===== config.mk =====
export PLATFORM = sky130hd
export DESIGN_NAME = prime_test_trial_division_core
export DESIGN_NICKNAME = d
export VERILOG_FILES = /design/src/hw/rtl/ptd_pkg.sv /design/src/hw/rtl/prime_test_trial_division_core.sv /design/src/hw/rtl/ptd_rem.sv /design/src/hw/rtl/ptd_datapath.sv /design/src/hw/rtl/ptd_ctrl.sv
export SDC_FILE = /design/constraint.sdc
export NUM_CORES = 1
export LEC_CHECK = 0
export BUFFER_PORTS_ARGS = -buffer_cell sky130_fd_sc_hd__buf_2
export CORE_MARGIN = 8
export CORE_UTILIZATION = 65
export CTS_BUF_LIST = sky130_fd_sc_hd__clkbuf_8
export CTS_CLUSTER_DIAMETER = 50
export DETAILED_ROUTE_END_ITERATION = 10
export MAX_ROUTING_LAYER = met4
export PLACE_DENSITY_LB_ADDON = 0.15
export SYNTH_ARGS = -nofsm -noshare
export SYNTH_HDL_FRONTEND = slang
export SYNTH_SLANG_ARGS = --single-unit
export TNS_END_PERCENT = 20

===== constraint.sdc =====
create_clock -name aclk -period 9.18 [get_ports aclk]
set_clock_uncertainty 0.1 [all_clocks]
set_input_delay 1.836 -clock aclk [delete_from_list [all_inputs] [get_ports aclk]]
set_output_delay 1.836 -clock aclk [all_outputs]
set_load 0.05 [all_outputs]

===== src/hw/rtl/ptd_pkg.sv =====
// Shared constants, types and command/status structs of the trial-division prime tester.
package ptd_pkg;

    // Width of the integer under test (at most the 32-bit field of the input transaction)
    localparam int VALUE_WIDTH = 32;
    localparam int IN_DATA_W   = 32;
    localparam int OUT_DATA_W  = 8;

    // Trial divisor never passes sqrt(2^VALUE_WIDTH) + 6; keep some headroom
    localparam int DIV_W = (VALUE_WIDTH + 1) / 2 + 4;
    // Running square of the divisor
    localparam int SQ_W  = 2 * DIV_W;
    // Bit counter of the serial remainder unit (holds VALUE_WIDTH itself)
    localparam int CNT_W = $clog2(VALUE_WIDTH + 1);
    // Base-4 digits folded for the residue modulo three (32 digits cover up to 64 bits)
    localparam int M3_DIGITS = 32;

    // Divisor sequence constants
    localparam int D_FIRST  = 5;
    localparam int D_STEP   = 6;
    localparam int D_PAIR   = 2;
    localparam int SQ_FIRST = D_FIRST * D_FIRST;
    localparam int SQ_CONST = D_STEP * D_STEP;

    typedef enum logic [2:0] {
        ST_IDLE,
        ST_CLASSIFY,
        ST_BOUND,
        ST_REM_D,
        ST_REM_D2,
        ST_FINISH
    } state_t;

    typedef enum logic {
        SEL_D,
        SEL_D2
    } div_sel_t;

    // Controller to datapath
    typedef struct packed {
        logic     load;       // take a new value, restart the divisor sequence
        logic     rem_start;  // start a remainder on the selected divisor
        div_sel_t sel;
        logic     step;       // advance d by six, update d*d
        logic     res_set;
        logic     res_val;
        logic     out_load;   // move the verdict into the output register
    } cmd_t;

    // Datapath to controller
    typedef struct packed {
        logic small_prime;      // value is two or three
        logic small_composite;  // value below two, even, or a multiple of three
        logic rem_done;
        logic rem_zero;
        logic bound_ok;         // d*d <= value
        logic out_busy;         // output register holds a transaction not taken this cycle
    } status_t;

endpackage


===== src/hw/rtl/prime_test_trial_division_core.sv =====
// Top level of the trial-division prime tester: controller plus datapath.
// Values below four and multiples of two or three are settled at classification; otherwise
// each divisor pair tried takes a bound check and two remainders from the one-bit-a-cycle
// remainder unit, the second skipped when the pair's first divisor divides; a prime ends
// on a failed bound check. Worst case for 32-bit values is a prime near 2^32: about 10900 pairs.
// One transaction in flight; the next is taken once the verdict sits in the output register.
// Synchronous active-low reset idles the controller, the remainder unit and the output valid.
module prime_test_trial_division_core (
    input  logic                            aclk,
    input  logic                            aresetn,
    input  logic                            s_tvalid,
    output logic                            s_tready,
    input  logic [ptd_pkg::IN_DATA_W-1:0]   s_tdata,   // [31:0] value
    output logic                            m_tvalid,
    input  logic                            m_tready,
    output logic [ptd_pkg::OUT_DATA_W-1:0]  m_tdata    // [0] is_prime, [7:1] zero
);
    import ptd_pkg::*;

    cmd_t    cmd;
    status_t status;

    ptd_ctrl u_ctrl (
        .aclk     (aclk),
        .aresetn  (aresetn),
        .s_tvalid (s_tvalid),
        .s_tready (s_tready),
        .status   (status),
        .cmd      (cmd)
    );

    ptd_datapath u_datapath (
        .aclk     (aclk),
        .aresetn  (aresetn),
        .cmd      (cmd),
        .status   (status),
        .s_tdata  (s_tdata),
        .m_tvalid (m_tvalid),
        .m_tready (m_tready),
        .m_tdata  (m_tdata)
    );

endmodule


===== src/hw/rtl/ptd_rem.sv =====
// Restoring bit-serial remainder unit: one dividend bit per cycle.
module ptd_rem (
    input  logic                             aclk,
    input  logic                             aresetn,
    input  logic                             start,
    input  logic [ptd_pkg::VALUE_WIDTH-1:0]  dividend,
    input  logic [ptd_pkg::DIV_W-1:0]        divisor,
    output logic                             done,
    output logic                             rem_zero
);
    import ptd_pkg::*;

    logic [DIV_W-1:0]       r_reg, r_next;
    logic [VALUE_WIDTH-1:0] q_reg, q_next;
    logic [DIV_W-1:0]       dv_reg, dv_next;
    logic [CNT_W-1:0]       cnt_reg, cnt_next;
    logic                   busy_reg, busy_next;
    logic                   done_reg, done_next;
    logic [DIV_W:0]         trial;

    // One shift-and-subtract step
    always_comb begin
        trial     = {r_reg, q_reg[VALUE_WIDTH-1]};
        r_next    = r_reg;
        q_next    = q_reg;
        dv_next   = dv_reg;
        cnt_next  = cnt_reg;
        busy_next = busy_reg;
        done_next = done_reg;
        if (start) begin
            r_next    = '0;
            q_next    = dividend;
            dv_next   = divisor;
            cnt_next  = CNT_W'(VALUE_WIDTH);
            busy_next = 1'b1;
            done_next = 1'b0;
        end else if (busy_reg) begin
            if (trial >= {1'b0, dv_reg}) begin
                r_next = DIV_W'(trial - {1'b0, dv_reg});
            end else begin
                r_next = trial[DIV_W-1:0];
            end
            q_next   = {q_reg[VALUE_WIDTH-2:0], 1'b0};
            cnt_next = cnt_reg - CNT_W'(1);
            if (cnt_reg == CNT_W'(1)) begin
                busy_next = 1'b0;
                done_next = 1'b1;
            end
        end
    end

    // Control state
    always_ff @(posedge aclk) begin
        if (!aresetn) begin
            busy_reg <= 1'b0;
            done_reg <= 1'b0;
            cnt_reg  <= '0;
        end else begin
            busy_reg <= busy_next;
            done_reg <= done_next;
            cnt_reg  <= cnt_next;
        end
    end

    // Operands and partial remainder
    always_ff @(posedge aclk) begin
        r_reg  <= r_next;
        q_reg  <= q_next;
        dv_reg <= dv_next;
    end

    assign done     = done_reg;
    assign rem_zero = (r_reg == '0);

    // A finished remainder is below its divisor
    a_rem_below: assert property (@(posedge aclk) disable iff (!aresetn)
        done_reg |-> (r_reg < dv_reg))
        else $error("remainder not below divisor");

    // Busy and done never both set, and a busy unit still has bits to go
    a_busy_cnt: assert property (@(posedge aclk) disable iff (!aresetn)
        busy_reg |-> (cnt_reg != '0) && !done_reg)
        else $error("remainder unit counter inconsistent");

endmodule


===== src/hw/rtl/ptd_datapath.sv =====
// Datapath: value register, divisor sequence with running square, remainder unit, output register.
module ptd_datapath (
    input  logic                             aclk,
    input  logic                             aresetn,
    input  ptd_pkg::cmd_t                    cmd,
    output ptd_pkg::status_t                 status,
    input  logic [ptd_pkg::IN_DATA_W-1:0]    s_tdata,
    output logic                             m_tvalid,
    input  logic                             m_tready,
    output logic [ptd_pkg::OUT_DATA_W-1:0]   m_tdata
);
    import ptd_pkg::*;

    logic [VALUE_WIDTH-1:0] v_reg;
    logic [DIV_W-1:0]       d_reg, d_next;
    logic [SQ_W-1:0]        sq_reg, sq_next;
    logic                   res_reg;
    logic                   mvalid_reg, mvalid_next;
    logic                   mbit_reg;
    logic [DIV_W-1:0]       divisor;
    logic                   rem_done;
    logic                   rem_zero;

    // Sum of two residues modulo three
    function automatic logic [1:0] mod3_add(input logic [1:0] a, input logic [1:0] b);
        logic [2:0] s;
        s = {1'b0, a} + {1'b0, b};
        return (s >= 3'd3) ? 2'(s - 3'd3) : s[1:0];
    endfunction

    // Residue modulo three: 4^k is 1 mod 3, so base-4 digits are folded in a balanced tree
    function automatic logic [1:0] mod3_of(input logic [VALUE_WIDTH-1:0] v);
        logic [2*M3_DIGITS-1:0] w;
        logic [1:0]             node [M3_DIGITS];
        w = (2*M3_DIGITS)'(v);
        for (int k = 0; k < M3_DIGITS; k++) begin
            node[k] = (w[2*k +: 2] == 2'd3) ? 2'd0 : w[2*k +: 2];
        end
        for (int span = 1; span < M3_DIGITS; span = span * 2) begin
            for (int k = 0; k < M3_DIGITS; k = k + 2 * span) begin
                node[k] = mod3_add(node[k], node[k + span]);
            end
        end
        return node[0];
    endfunction

    // Captured value
    always_ff @(posedge aclk) begin
        if (cmd.load) begin
            v_reg <= s_tdata[VALUE_WIDTH-1:0];
        end
    end

    // Divisor sequence; (d+6)^2 = d^2 + 12d + 36
    always_comb begin
        d_next  = d_reg;
        sq_next = sq_reg;
        if (cmd.load) begin
            d_next  = DIV_W'(D_FIRST);
            sq_next = SQ_W'(SQ_FIRST);
        end else if (cmd.step) begin
            d_next  = d_reg + DIV_W'(D_STEP);
            sq_next = sq_reg + (SQ_W'(d_reg) << 3) + (SQ_W'(d_reg) << 2) + SQ_W'(SQ_CONST);
        end
    end

    always_ff @(posedge aclk) begin
        if (!aresetn) begin
            d_reg  <= DIV_W'(D_FIRST);
            sq_reg <= SQ_W'(SQ_FIRST);
        end else begin
            d_reg  <= d_next;
            sq_reg <= sq_next;
        end
    end

    // Divisor select
    always_comb begin
        unique case (cmd.sel)
            SEL_D:   divisor = d_reg;
            SEL_D2:  divisor = d_reg + DIV_W'(D_PAIR);
            default: divisor = d_reg;
        endcase
    end

    ptd_rem u_rem (
        .aclk     (aclk),
        .aresetn  (aresetn),
        .start    (cmd.rem_start),
        .dividend (v_reg),
        .divisor  (divisor),
        .done     (rem_done),
        .rem_zero (rem_zero)
    );

    // Verdict register
    always_ff @(posedge aclk) begin
        if (cmd.res_set) begin
            res_reg <= cmd.res_val;
        end
    end

    // Output register
    always_comb begin
        mvalid_next = mvalid_reg;
        if (cmd.out_load) begin
            mvalid_next = 1'b1;
        end else if (m_tready) begin
            mvalid_next = 1'b0;
        end
    end

    always_ff @(posedge aclk) begin
        if (!aresetn) begin
            mvalid_reg <= 1'b0;
        end else begin
            mvalid_reg <= mvalid_next;
        end
    end

    always_ff @(posedge aclk) begin
        if (cmd.out_load) begin
            mbit_reg <= res_reg;
        end
    end

    assign m_tvalid = mvalid_reg;
    assign m_tdata  = {{(OUT_DATA_W-1){1'b0}}, mbit_reg};

    // Status back to the controller
    always_comb begin
        status.small_prime     = (v_reg == VALUE_WIDTH'(2)) || (v_reg == VALUE_WIDTH'(3));
        status.small_composite = (v_reg < VALUE_WIDTH'(2)) || !v_reg[0]
                                 || (mod3_of(v_reg) == 2'd0);
        status.rem_done        = rem_done;
        status.rem_zero        = rem_zero;
        status.bound_ok        = (sq_reg <= SQ_W'(v_reg));
        status.out_busy        = mvalid_reg && !m_tready;
    end

    // Running square tracks the divisor
    a_square: assert property (@(posedge aclk) disable iff (!aresetn)
        (2 * SQ_W)'(sq_reg) == (2 * SQ_W)'(d_reg) * (2 * SQ_W)'(d_reg))
        else $error("running square out of step with divisor");

    // Each step moves the divisor on by six, keeping it in the 6k-1 sequence
    a_six_k: assert property (@(posedge aclk) disable iff (!aresetn)
        cmd.step |=> (d_reg == $past(d_reg) + DIV_W'(D_STEP)))
        else $error("divisor left the 6k-1 sequence");

    // Starting a remainder clears the done flag in the next cycle
    a_rem_restart: assert property (@(posedge aclk) disable iff (!aresetn)
        cmd.rem_start |=> !rem_done)
        else $error("stale remainder seen after start");

endmodule


===== src/hw/rtl/ptd_ctrl.sv =====
// Controller state machine sequencing the classification and the divisor-pair trials.
module ptd_ctrl (
    input  logic              aclk,
    input  logic              aresetn,
    input  logic              s_tvalid,
    output logic              s_tready,
    input  ptd_pkg::status_t  status,
    output ptd_pkg::cmd_t     cmd
);
    import ptd_pkg::*;

    state_t state_reg, state_next;

    always_ff @(posedge aclk) begin
        if (!aresetn) begin
            state_reg <= ST_IDLE;
        end else begin
            state_reg <= state_next;
        end
    end

    // Next state
    always_comb begin
        state_next = state_reg;
        unique case (state_reg)
            ST_IDLE: begin
                if (s_tvalid) state_next = ST_CLASSIFY;
            end
            ST_CLASSIFY: begin
                if (status.small_prime || status.small_composite) begin
                    state_next = ST_FINISH;
                end else begin
                    state_next = ST_BOUND;
                end
            end
            ST_BOUND: begin
                state_next = status.bound_ok ? ST_REM_D : ST_FINISH;
            end
            ST_REM_D: begin
                if (status.rem_done) begin
                    state_next = status.rem_zero ? ST_FINISH : ST_REM_D2;
                end
            end
            ST_REM_D2: begin
                if (status.rem_done) begin
                    state_next = status.rem_zero ? ST_FINISH : ST_BOUND;
                end
            end
            ST_FINISH: begin
                if (!status.out_busy) state_next = ST_IDLE;
            end
            default: state_next = ST_IDLE;
        endcase
    end

    // Outputs
    always_comb begin
        s_tready      = 1'b0;
        cmd.load      = 1'b0;
        cmd.rem_start = 1'b0;
        cmd.sel       = SEL_D;
        cmd.step      = 1'b0;
        cmd.res_set   = 1'b0;
        cmd.res_val   = 1'b0;
        cmd.out_load  = 1'b0;
        unique case (state_reg)
            ST_IDLE: begin
                s_tready = 1'b1;
                cmd.load = s_tvalid;
            end
            ST_CLASSIFY: begin
                if (status.small_prime) begin
                    cmd.res_set = 1'b1;
                    cmd.res_val = 1'b1;
                end else if (status.small_composite) begin
                    cmd.res_set = 1'b1;
                end
            end
            ST_BOUND: begin
                if (status.bound_ok) begin
                    cmd.rem_start = 1'b1;
                    cmd.sel       = SEL_D;
                end else begin
                    cmd.res_set = 1'b1;
                    cmd.res_val = 1'b1;
                end
            end
            ST_REM_D: begin
                if (status.rem_done) begin
                    if (status.rem_zero) begin
                        cmd.res_set = 1'b1;
                    end else begin
                        cmd.rem_start = 1'b1;
                        cmd.sel       = SEL_D2;
                    end
                end
            end
            ST_REM_D2: begin
                cmd.sel = SEL_D2;
                if (status.rem_done) begin
                    if (status.rem_zero) begin
                        cmd.res_set = 1'b1;
                    end else begin
                        cmd.step = 1'b1;
                    end
                end
            end
            ST_FINISH: begin
                cmd.out_load = !status.out_busy;
            end
            default: begin
                s_tready = 1'b0;
            end
        endcase
    end

endmodule


==> results of run 1 <==
-- worst paths after layout --
path / startpoint / cells past startpoint / to
max: u_datapath.v_reg[30]$_DFFE_PP_ / 28 / u_datapath.res_reg$_DFFE_PP_
min: u_datapath.res_reg$_DFFE_PP_ / 0 / u_datapath.mbit_reg$_DFFE_PP_
max reg2reg: u_datapath.v_reg[30]$_DFFE_PP_ / 28 / u_datapath.res_reg$_DFFE_PP_
min reg2reg: u_datapath.res_reg$_DFFE_PP_ / 0 / u_datapath.mbit_reg$_DFFE_PP_
-- power groups by stage --
stage	Combinational (mW)	Clock (mW)	Sequential [mW]
2_1_floorplan	3.07	0	1.06
3_3_place_gp	3.48	0	1.10
3_5_place_dp	3.66	0	1.10
4_1_cts	3.68	0.579	1.09
5_1_grt	4.20	0.605	1.11
6_report	3.74	0.568	1.09
-- synth_stat cells (10+ instances only) --
master | instances | area share [%]
a21oi_1 | 67 | 2.7
xor2_1 | 31 | 2.2
clkbuf_1 | 32 | 0.97
mux2i_1 | 25 | 2.0
fa_1 | 35 | 5.6
nor2_1 | 137 | 4.1
mux2_2 | 26 | 2.4
edfxtp_1 | 85 | 21
nand2_1 | 93 | 2.8
nor3_1 | 36 | 1.5
inv_1 | 81 | 2.5
nand4_1 | 17 | 0.86
a211oi_1 | 11 | 0.67
o21a_1 | 17 | 1.0
xnor2_1 | 29 | 2.0
dfxtp_1 | 88 | 14
and3_1 | 14 | 0.71
nor4_1 | 19 | 0.96
nand2b_1 | 13 | 0.66
a211oi_2 | 13 | 1.3
nand3_1 | 34 | 1.4
ha_1 | 125 | 13
or3_1 | 23 | 1.2
o21ai_0 | 62 | 2.5
buf_4 | 11 | 0.67
o32a_1 | 12 | 0.97
nand3b_1 | 18 | 1.1
nor2b_1 | 12 | 0.61
a21o_1 | 10 | 0.61
o211ai_1 | 12 | 0.73
-- routing by layer --
metal  GRT usage [%]  vias to the layer above  part of all wire, %  routed length, um
met3           3.643                       49                  4.4               1201
met4           7.140                        0                  2.1                578
met1           31.61                     4604                   47              12780
li1                -                     4777                    -                  -
met5               -                        -                    0                  0
met2           38.67                      239                   47              12890
-- critical path, delay by kind of cell (launching register included) --
kind / cells / cell delay [ns]
compound gates: 7 / 0.93
buf+inv: 1 / 0.11
flops: 1 / 0.47
simple gates: 8 / 1.83
fa+ha+maj: 12 / 3.52
-- stage by stage --
step	power, mW	instances
after detailed placement	4.764	1535
after global routing	5.916	1567
after floorplan	4.128	1308
final	5.395	1567
after global placement	4.577	1535
after CTS	5.351	1567
-- logic make-up after synthesis --
logic type               synth area share, %
AO/OA/AOI/OAI                          15.14
XOR/XNOR                               4.236
adder cells (fa/ha/maj)                18.25
buffers and inverters                  4.659
flip-flops                             34.77
multiplexers                           4.982
other                                0.03023
AND/OR/NAND/NOR                        17.93
-- final cells by class --
cell class	instances	area [um^2]	share of cell area, %
Multi-Input combinational cell	1001	7552	57.52
Sequential cell	173	4314	32.86
Inverter	81	304.0	2.316
Tap cell	234	292.8	2.230
Timing Repair Buffer	46	250.2	1.906
Clock buffer	17	234.0	1.782
Clock inverter	15	182.7	1.391
==> run_results.csv, run 1 <==
group,metric,value,unit
status,status,"complete, no violations",
floorplanning,die_width,154.2,um
place,place_area,0.01271,mm^2
synth,syn_inst,1302,
routing,wl,27.45,mm
finish,n_antenna_cell,0,
floorplanning,dieHeight,154.2,um
grt,grt_pass1_wl,45.86,mm
synth,syn_area,0.01241,mm^2
worst_setup_path,path_class,"flop to flop",
sta,setup_slack,1.951,ns
cts,ctsResizeCount,0,
sta,worst_pin_slew,1.212,ns
worst_setup_path,start_kind,"flop",
grt,grt_pass1_vias,9333,
floorplanning,fp-row-count,50,
cts,cts_sinks,173,
sta,hold_ws,0.3301,ns
grt,grt_overflow,0,
cts,numCtsBuffers,17,
power_and_ir_drop,power_frac_clock,10.5,%
worst_setup_path,path_common_cell,"ha_1",
worst_setup_path,end_kind,"flop",
cts,clk_pin_slew,0.11,ns
sta,post-route-period-util,78.74,%
power_and_ir_drop,ir_worst_vdd,0.001405,V
sta,fmax,138.3,MHz
sta,setup_viol,0,
cts,clk_latency,0.49,ns
cts,cts_hold_buf,0,
routing,viasPerCell,6.170,
worst_setup_path,max_stage_delay,0.56,ns
run,maxCapViolations,0,
grt,groute.usage.overall,24.27,%
power_and_ir_drop,p_comb_share,69.3,%
place,place_congestion,0.9035,
synth,seq_area_frac_synth,34.77,%
place,dp_slack,2.094,ns
finish,nets,1516,
cts,tritoncts,"done",
min_path,hold_path_class,"flop to flop",
sta,relSlewSlack,18.32,%
finish,mostFrequentLayoutCells,"nor2_1, ha_1, nand2_1, dfxtp_1, edfxtp_1",
synth,ys_ff_latch,173,
finish,largest_reg_flops,37,
routing,ant_nets,0,
synth,synth-async-reset-ratio,0,%
routing,dr_total_vias,9669,
floorplanning,num_io_pins,46,
sta,rsz0062_at_grt,"false",
worst_setup_path,required,9.31,ns
synth,synth_ff_type,"dfxtp_1",
finish,num-fill-cells,1405,
power_and_ir_drop,power_density,410.9,mW/mm^2
worst_setup_path,rrSetupSlack,1.95,ns
sta,finalSetupTns,0,ns
power_and_ir_drop,power_frac_seq,20.2,%
place,numPortBuffers,38,
floorplanning,core_area,0.01871,mm^2
floorplanning,start_util,66.33,%
routing,wl_per_cell,17.52,um
finish,final_cell_area,0.01313,mm^2
sta,hold_viol_final,0,
routing,first_pass_iters,7,
power_and_ir_drop,sw_frac_of_total,45.39,%
worst_setup_path,cp_slowest_cell,"nor4bb_1",
finish,final_common_cell,"nor2_1",
synth,synth_cell_types,76,
sta,post-route-min-period,7.229,ns
routing,drc,0,
synth,synth_warnings,0,
synth,synth-edff-count,85,
floorplanning,dieArea,0.02376,mm^2
grt,antenna_found_initial,0,
synth,syn_area_per_cell,9.529,um^2
power_and_ir_drop,p_sw,2.449,mW
sta,final_max_slew_viol_count,0,
worst_setup_path,cp_data_arrival_time,7.36,ns
power_and_ir_drop,internal_power,2.946,mW
routing,drtIter0Drc,759,
cts,clockRootBuffer,"clkbuf_8",
finish,drive_gt1_share,10.50,%
cts,cts_buffer_depth,2,
cts,htree_levels,4,
place,hpwlAfterDp,20.34,mm
grt,grt_max_degree,76,
cts,postCtsSetupRepairBufs,0,
power_and_ir_drop,leakage,5.495,nW
finish,syn2layout_area_growth,5.829,%
finish,final_util,70.19,%
worst_setup_path,worstPathMaxFanout,4,
(Power assumes the default switching activity.)
==> inputs of run 2 (changes only) <==
Settings changed: ABC_AREA set to 1, CORE_UTILIZATION 65 to 59.
Clock period 9.18 ns to 6.6 ns, I/O delays scaled along.
==> run 2 against run 1 <==
Cell count is 29% higher; synthesized cell count is 28% higher; critical path depth is 2 higher; fmax is 9.7% higher; via count is 13% higher; first-iteration DRC count is 28% lower; die area is 15% higher; critical path type unchanged; non-clock buffer count is 26 higher.
==> run_results.csv, run 2 <==
group,metric,value,unit
status,status,"complete, no violations",
place,hpwlAfterDp,24.27,mm
sta,hold_viol_final,0,
worst_setup_path,path_common_cell,"ha_2",
sta,post-route-period-util,99.82,%
routing,ant_nets,0,
cts,tritoncts,"done",
worst_setup_path,end_kind,"flop",
worst_setup_path,path_class,"flop to flop",
synth,syn_area_per_cell,7.913,um^2
floorplanning,dieHeight,165.3,um
synth,synth_warnings,0,
routing,drc,0,
sta,worst_pin_slew,1.158,ns
routing,dr_total_vias,10970,
sta,relSlewSlack,22.74,%
worst_setup_path,start_kind,"flop",
grt,grt_overflow,0,
synth,ys_ff_latch,173,
floorplanning,num_io_pins,46,
finish,mostFrequentLayoutCells,"nand2_1, nor2_1, inv_1, a21oi_1, ha_1",
floorplanning,die_width,165.3,um
synth,synthTopCellsByArea,"edfxtp_1, dfxtp_1, ha_1",
worst_setup_path,cp_data_arrival_time,6.69,ns
min_path,hold_path_class,"flop to flop",
floorplanning,fp-row-count,54,
finish,largest_reg_flops,37,
worst_setup_path,max_stage_delay,0.57,ns
place,placed_cells,1965,
synth,seq_area_frac_synth,32.79,%
cts,clk_pin_slew,0.11,ns
grt,antenna_found_initial,0,
finish,final_common_cell,"nand2_1",
synth,synth-edff-count,85,
grt,grt_pass1_vias,10510,
synth,synth_cell_types,50,
synth,synth.largest_area_cell,"edfxtp_1",
cts,cts_sinks,173,
floorplanning,core_area,0.02189,mm^2
worst_setup_path,cp_slowest_cell,"fa_1",
cts,numCtsBuffers,17,
synth,synth_ff_type,"dfxtp_1",
routing,wl,31.42,mm
place,dp_slack,-0.02753,ns
finish,nets,1917,
grt,grt_max_degree,74,
sta,rsz0062_at_grt,"true",
routing,wl_per_cell,15.60,um
cts,clk_latency,0.47,ns
cts,cts_buffer_depth,2,
synth,synth_common_cells,"nand2_1, nor2_1, inv_1, ha_1, a21oi_1",
finish,n_antenna_cell,0,
floorplanning,dieArea,0.02734,mm^2
finish,fin_cells,2014,
place,numPortBuffers,38,
grt,groute.usage.overall,24.02,%
synth,synth-async-reset-ratio,0,%
place,place_congestion,0.9638,
routing,first_pass_iters,5,
routing,drtIter0Drc,548,
finish,syn2layout_area_growth,8.015,%
synth,yosysMostFrequentCell,"nand2_1",
floorplanning,start_util,60.11,%
finish,drive_gt1_share,14.01,%
sta,post-route-min-period,6.588,ns
run,maxCapViolations,0,
cts,htree_levels,4,
synth,syn_inst,1663,
sta,setup_viol,0,
routing,viasPerCell,5.447,
sta,fmax,151.8,MHz
cts,clockRootBuffer,"clkbuf_8",
sta,setup_slack,0.01184,ns
sta,final_max_slew_viol_count,0,
synth,syn_area,0.01316,mm^2
grt,grt_pass1_wl,50.81,mm
worst_setup_path,required,6.71,ns
synth,yosysTopAreaCellShare,19.40,%
finish,final_util,64.93,%
worst_setup_path,worstPathMaxFanout,3,
## run 2: cell types whose count changed after synthesis, moves of 35 or more
cell / delta
inv_1: +117
nand3_1: +45
a21oi_1: +49
nor2_1: +65
o21ai_2: +35
nand2_1: +255
## run 2: layout make-up
type	instances	area, um^2
well taps	280	350.3
inverters	206	778.2
clock inverters	15	160.2
clock buffers	17	234.0
repair buffers	72	445.4
multi-input cells	1251	7931
flip-flops and latches	173	4314
fillers	1970	7677
## run 2: cells by family after synthesis
kind of cell,Yosys count,synth area share [%]
other,1,0.02850
and+or+nand+nor,738,24.34
xor gates and xnor gates,71,4.783
adders and majority gates,160,17.21
DFF,173,32.79
muxes,13,1.112
buffers and inverters,245,7.987
AOI/OAI and AO/OA,262,11.75
## run 2: repair_timing
| item | in CTS | in global routing |
|---|---|---|
| buffers inserted | 1 | 16 |
| endpoints found under the setup margin | 4 | 4 |
| pin swaps | 0 | 32 |
| gates resized for setup | 3 | 46 |
| hold buffers | 0 | 0 |
| endpoints found under the hold margin | 0 | 0 |
## run 2: worst max-delay path: cells and delay by family, from the launching register on
family,cells,cell delay [ns]
AO/OA/AOI/OAI,6,0.81
XOR/XNOR,3,0.50
adder cells (fa/ha/maj),12,3.76
buffers and inverters,3,0.23
flip-flops,1,0.43
AND/OR/NAND/NOR,6,0.50
## run 2: layer usage
metal	part of all wire, %	GRT usage [%]
met3	3.4	3.396
met5	0	-
met1	44	28.91
met4	3.0	8.157
met2	49	40.83
## run 2: final timing paths
kind | startpoint | to | slack [ns] | cells past startpoint
setup / recovery | u_datapath.v_reg[4]$_DFFE_PP_ | u_datapath.res_reg$_DFFE_PP_ | 0.01 | 30
hold / removal | u_datapath.res_reg$_DFFE_PP_ | u_datapath.mbit_reg$_DFFE_PP_ | 0.36 | 0
setup reg to reg | u_datapath.v_reg[4]$_DFFE_PP_ | u_datapath.res_reg$_DFFE_PP_ | 0.01 | 30
hold reg to reg | u_datapath.res_reg$_DFFE_PP_ | u_datapath.mbit_reg$_DFFE_PP_ | 0.36 | 0
## run 2: per-stage QoR
step | setup TNS (ns) | instance area (um^2) | hold WS (ns)
after global routing | -1.280 | 14210 | 0.3537
after global placement | 0 | 13580 | 0.3222
after floorplan | 0 | 13180 | 0.3003
after detailed placement | -0.02753 | 13580 | 0.3294
final | 0 | 14210 | 0.3550
after CTS | 0 | 13990 | 0.3571
Power of run 2 is not shown: default switching activity piles up to over one toggle a cycle in this logic, so the estimate is an artifact.
==> inputs of run 3 (changes only) <==
Settings changed: CORE_MARGIN 8 to 2.
==> run 3 against run 2 <==
Routed wire length down 1.4%; first-iteration DRC count up 39%; via count about the same; non-clock buffer count up 8; fmax up 0.94%; core utilization up 0.41 points; sequential share of layout area down 0.19 points; cell area up 0.63%; clock-buffer cell count unchanged; sequential cell count unchanged; hold slack worse by 0.024 ns; die area down 14%; critical path type unchanged.
==> run_results.csv, run 3 (synthesized netlist as in run 2, its figures left out) <==
group,metric,value,unit
routing,drt-met1-wl,13.47,mm
grt,grt_pass1_vias,10610,
place,hpwlAfterDp,23.76,mm
floorplanning,core_area,0.02189,mm^2
finish,final_common_cell,"nand2_1",
worst_setup_path,worstPathMaxFanout,3,
grt,grt_max_degree,74,
sta,setup_viol,0,
sta,hold_ws,0.3311,ns
routing,ant_nets,0,
place,dp_slack,0.01227,ns
floorplanning,start_util,60.11,%
floorplanning,dieHeight,153.3,um
floorplanning,fp-row-count,54,
routing,drc,0,
sta,hold_viol_final,0,
run,maxCapViolations,0,
sta,post-route-min-period,6.527,ns
floorplanning,num_io_pins,46,
sta,rsz0062_at_grt,"true",
finish,drive_gt1_share,14.47,%
cts,clockRootBuffer,"clkbuf_8",
finish,syn2layout_area_growth,8.691,%
worst_setup_path,required,6.71,ns
routing,dr_total_vias,10980,
floorplanning,dieArea,0.02351,mm^2
place,place_congestion,0.9795,
grt,antenna_found_initial,0,
grt,grt_overflow,0,
sta,finalSetupTns,0,ns
sta,fmax,153.2,MHz
worst_setup_path,setup.worst_path.end,"u_datapath.res_reg$_DFFE_PP_",
finish,num-fill-cells,1907,
finish,largest_reg_flops,37,
finish,ff_latch_area,0.004314,mm^2
worst_setup_path,r2r_start,"u_datapath.v_reg[24]$_DFFE_PP_",
cts,numCtsBuffers,17,
routing,first_pass_iters,5,
cts,tritoncts,"done",
sta,final_max_slew_viol_count,0,
worst_setup_path,rrSetupSlack,0.07,ns
finish,mostFrequentLayoutCells,"nand2_1, nor2_1, inv_1, a21oi_1, ha_1",
floorplanning,die_width,153.3,um
worst_setup_path,start_kind,"flop",
finish,multi_input_comb_area,0.007954,mm^2
finish,fin_cells,2022,
sta,post-route-period-util,98.89,%
routing,wl_per_cell,15.33,um
finish,nets,1925,
worst_setup_path,r2r_end,"u_datapath.res_reg$_DFFE_PP_",
status,status,"complete, no violations",
place,placed_cells,1967,
min_path,hold_path_class,"flop to flop",
cts,cts_sinks,173,
routing,drtIter0Drc,759,
finish,n_antenna_cell,0,
cts,htree_levels,4,
cts,clk_latency,0.49,ns
grt,grt_pass1_wl,50.54,mm
sta,relSlewSlack,22.05,%
sta,worst_pin_slew,1.168,ns
routing,wl_met3,1.332,mm
worst_setup_path,crit_start,"u_datapath.v_reg[24]$_DFFE_PP_",
sta,setup_slack,0.07302,ns
worst_setup_path,end_kind,"flop",
worst_setup_path,path_class,"flop to flop",
cts,clk_pin_slew,0.11,ns
worst_setup_path,cp_data_arrival_time,6.64,ns
place,numPortBuffers,38,
cts,cts_buffer_depth,2,
routing,viasPerCell,5.429,
routing,wl,31.00,mm
grt,groute.usage.overall,27.38,%
routing,top_layer,"met4",
worst_setup_path,r2r_cells,27,
routing,met2_length,15.41,mm
## run 3: cell types whose count changed in the layout (fill, tap and decap cells not counted), moves of 2 or more
cell    change
buf_4       +7
ha_1        -3
ha_4        +3
inv_1       -3
inv_2       +3
inv_8       -2
nor2_1      +2
nor2_2      -2
## run 3: metrics by stage
step,area (um^2),utilization [%]
finish,14300,65.33
global placement,13600,62.12
global route,14300,65.33
detailed placement,13600,62.12
CTS,14010,64.00
floorplan,13180,-
## run 3: worst min-delay path by stage
stage | cells past startpoint | start | slack [ns] | end
2_1_floorplan | 0 | u_datapath.res_reg$_DFFE_PP_ | 0.30 | u_datapath.mbit_reg$_DFFE_PP_
3_3_place_gp | 0 | u_datapath.res_reg$_DFFE_PP_ | 0.33 | u_datapath.mbit_reg$_DFFE_PP_
3_5_place_dp | 0 | u_datapath.res_reg$_DFFE_PP_ | 0.32 | u_datapath.mbit_reg$_DFFE_PP_
4_1_cts | 0 | u_datapath.res_reg$_DFFE_PP_ | 0.33 | u_datapath.mbit_reg$_DFFE_PP_
5_1_grt | 0 | u_datapath.res_reg$_DFFE_PP_ | 0.34 | u_datapath.mbit_reg$_DFFE_PP_
6_report | 0 | u_datapath.res_reg$_DFFE_PP_ | 0.33 | u_datapath.mbit_reg$_DFFE_PP_
## run 3: routing by layer
| layer | global-route usage, % | vias up |
|---|---|---|
| met5 | - | - |
| met3 | 3.828 | 49 |
| met2 | 46.94 | 209 |
| met1 | 33.32 | 5097 |
| met4 | 9.262 | 0 |
| li1 | - | 5623 |
## run 3: area by class of cell
class                           instances  area share [%]
Clock buffer                           17           1.636
Clock inverter                         15           1.137
Inverter                              206           5.441
Multi-Input combinational cell       1251           55.61
Sequential cell                       173           30.16
Tap cell                              280           2.449
Timing Repair Buffer                   80           3.560
## run 3: timing repair
item,CTS,global route
setup buffers,2,21
gates resized for setup,1,53
setup endpoints to repair,4,4
hold buffers,0,0
pin swaps,0,38
## run 3: critical path, stage by stage, from the launching register on
cell,delay [ns]
edfxtp_1,0.42
inv_2,0.08
nor2_2,0.03
ha_2,0.18
fa_1,0.59
ha_2,0.18
nor2_1,0.04
nand2_1,0.09
buf_4,0.11
mux2_2,0.34
fa_2,0.48
ha_4,0.19
a211o_1,0.30
xor2_1,0.16
ha_2,0.18
fa_2,0.52
ha_4,0.18
a211o_1,0.30
xor2_1,0.16
ha_2,0.19
fa_1,0.60
ha_4,0.21
o21bai_4,0.17
o21ai_2,0.15
a21oi_2,0.05
nand2_1,0.08
nand2_2,0.07
nand3_2,0.09
Power of run 3 is left out for the same reason.
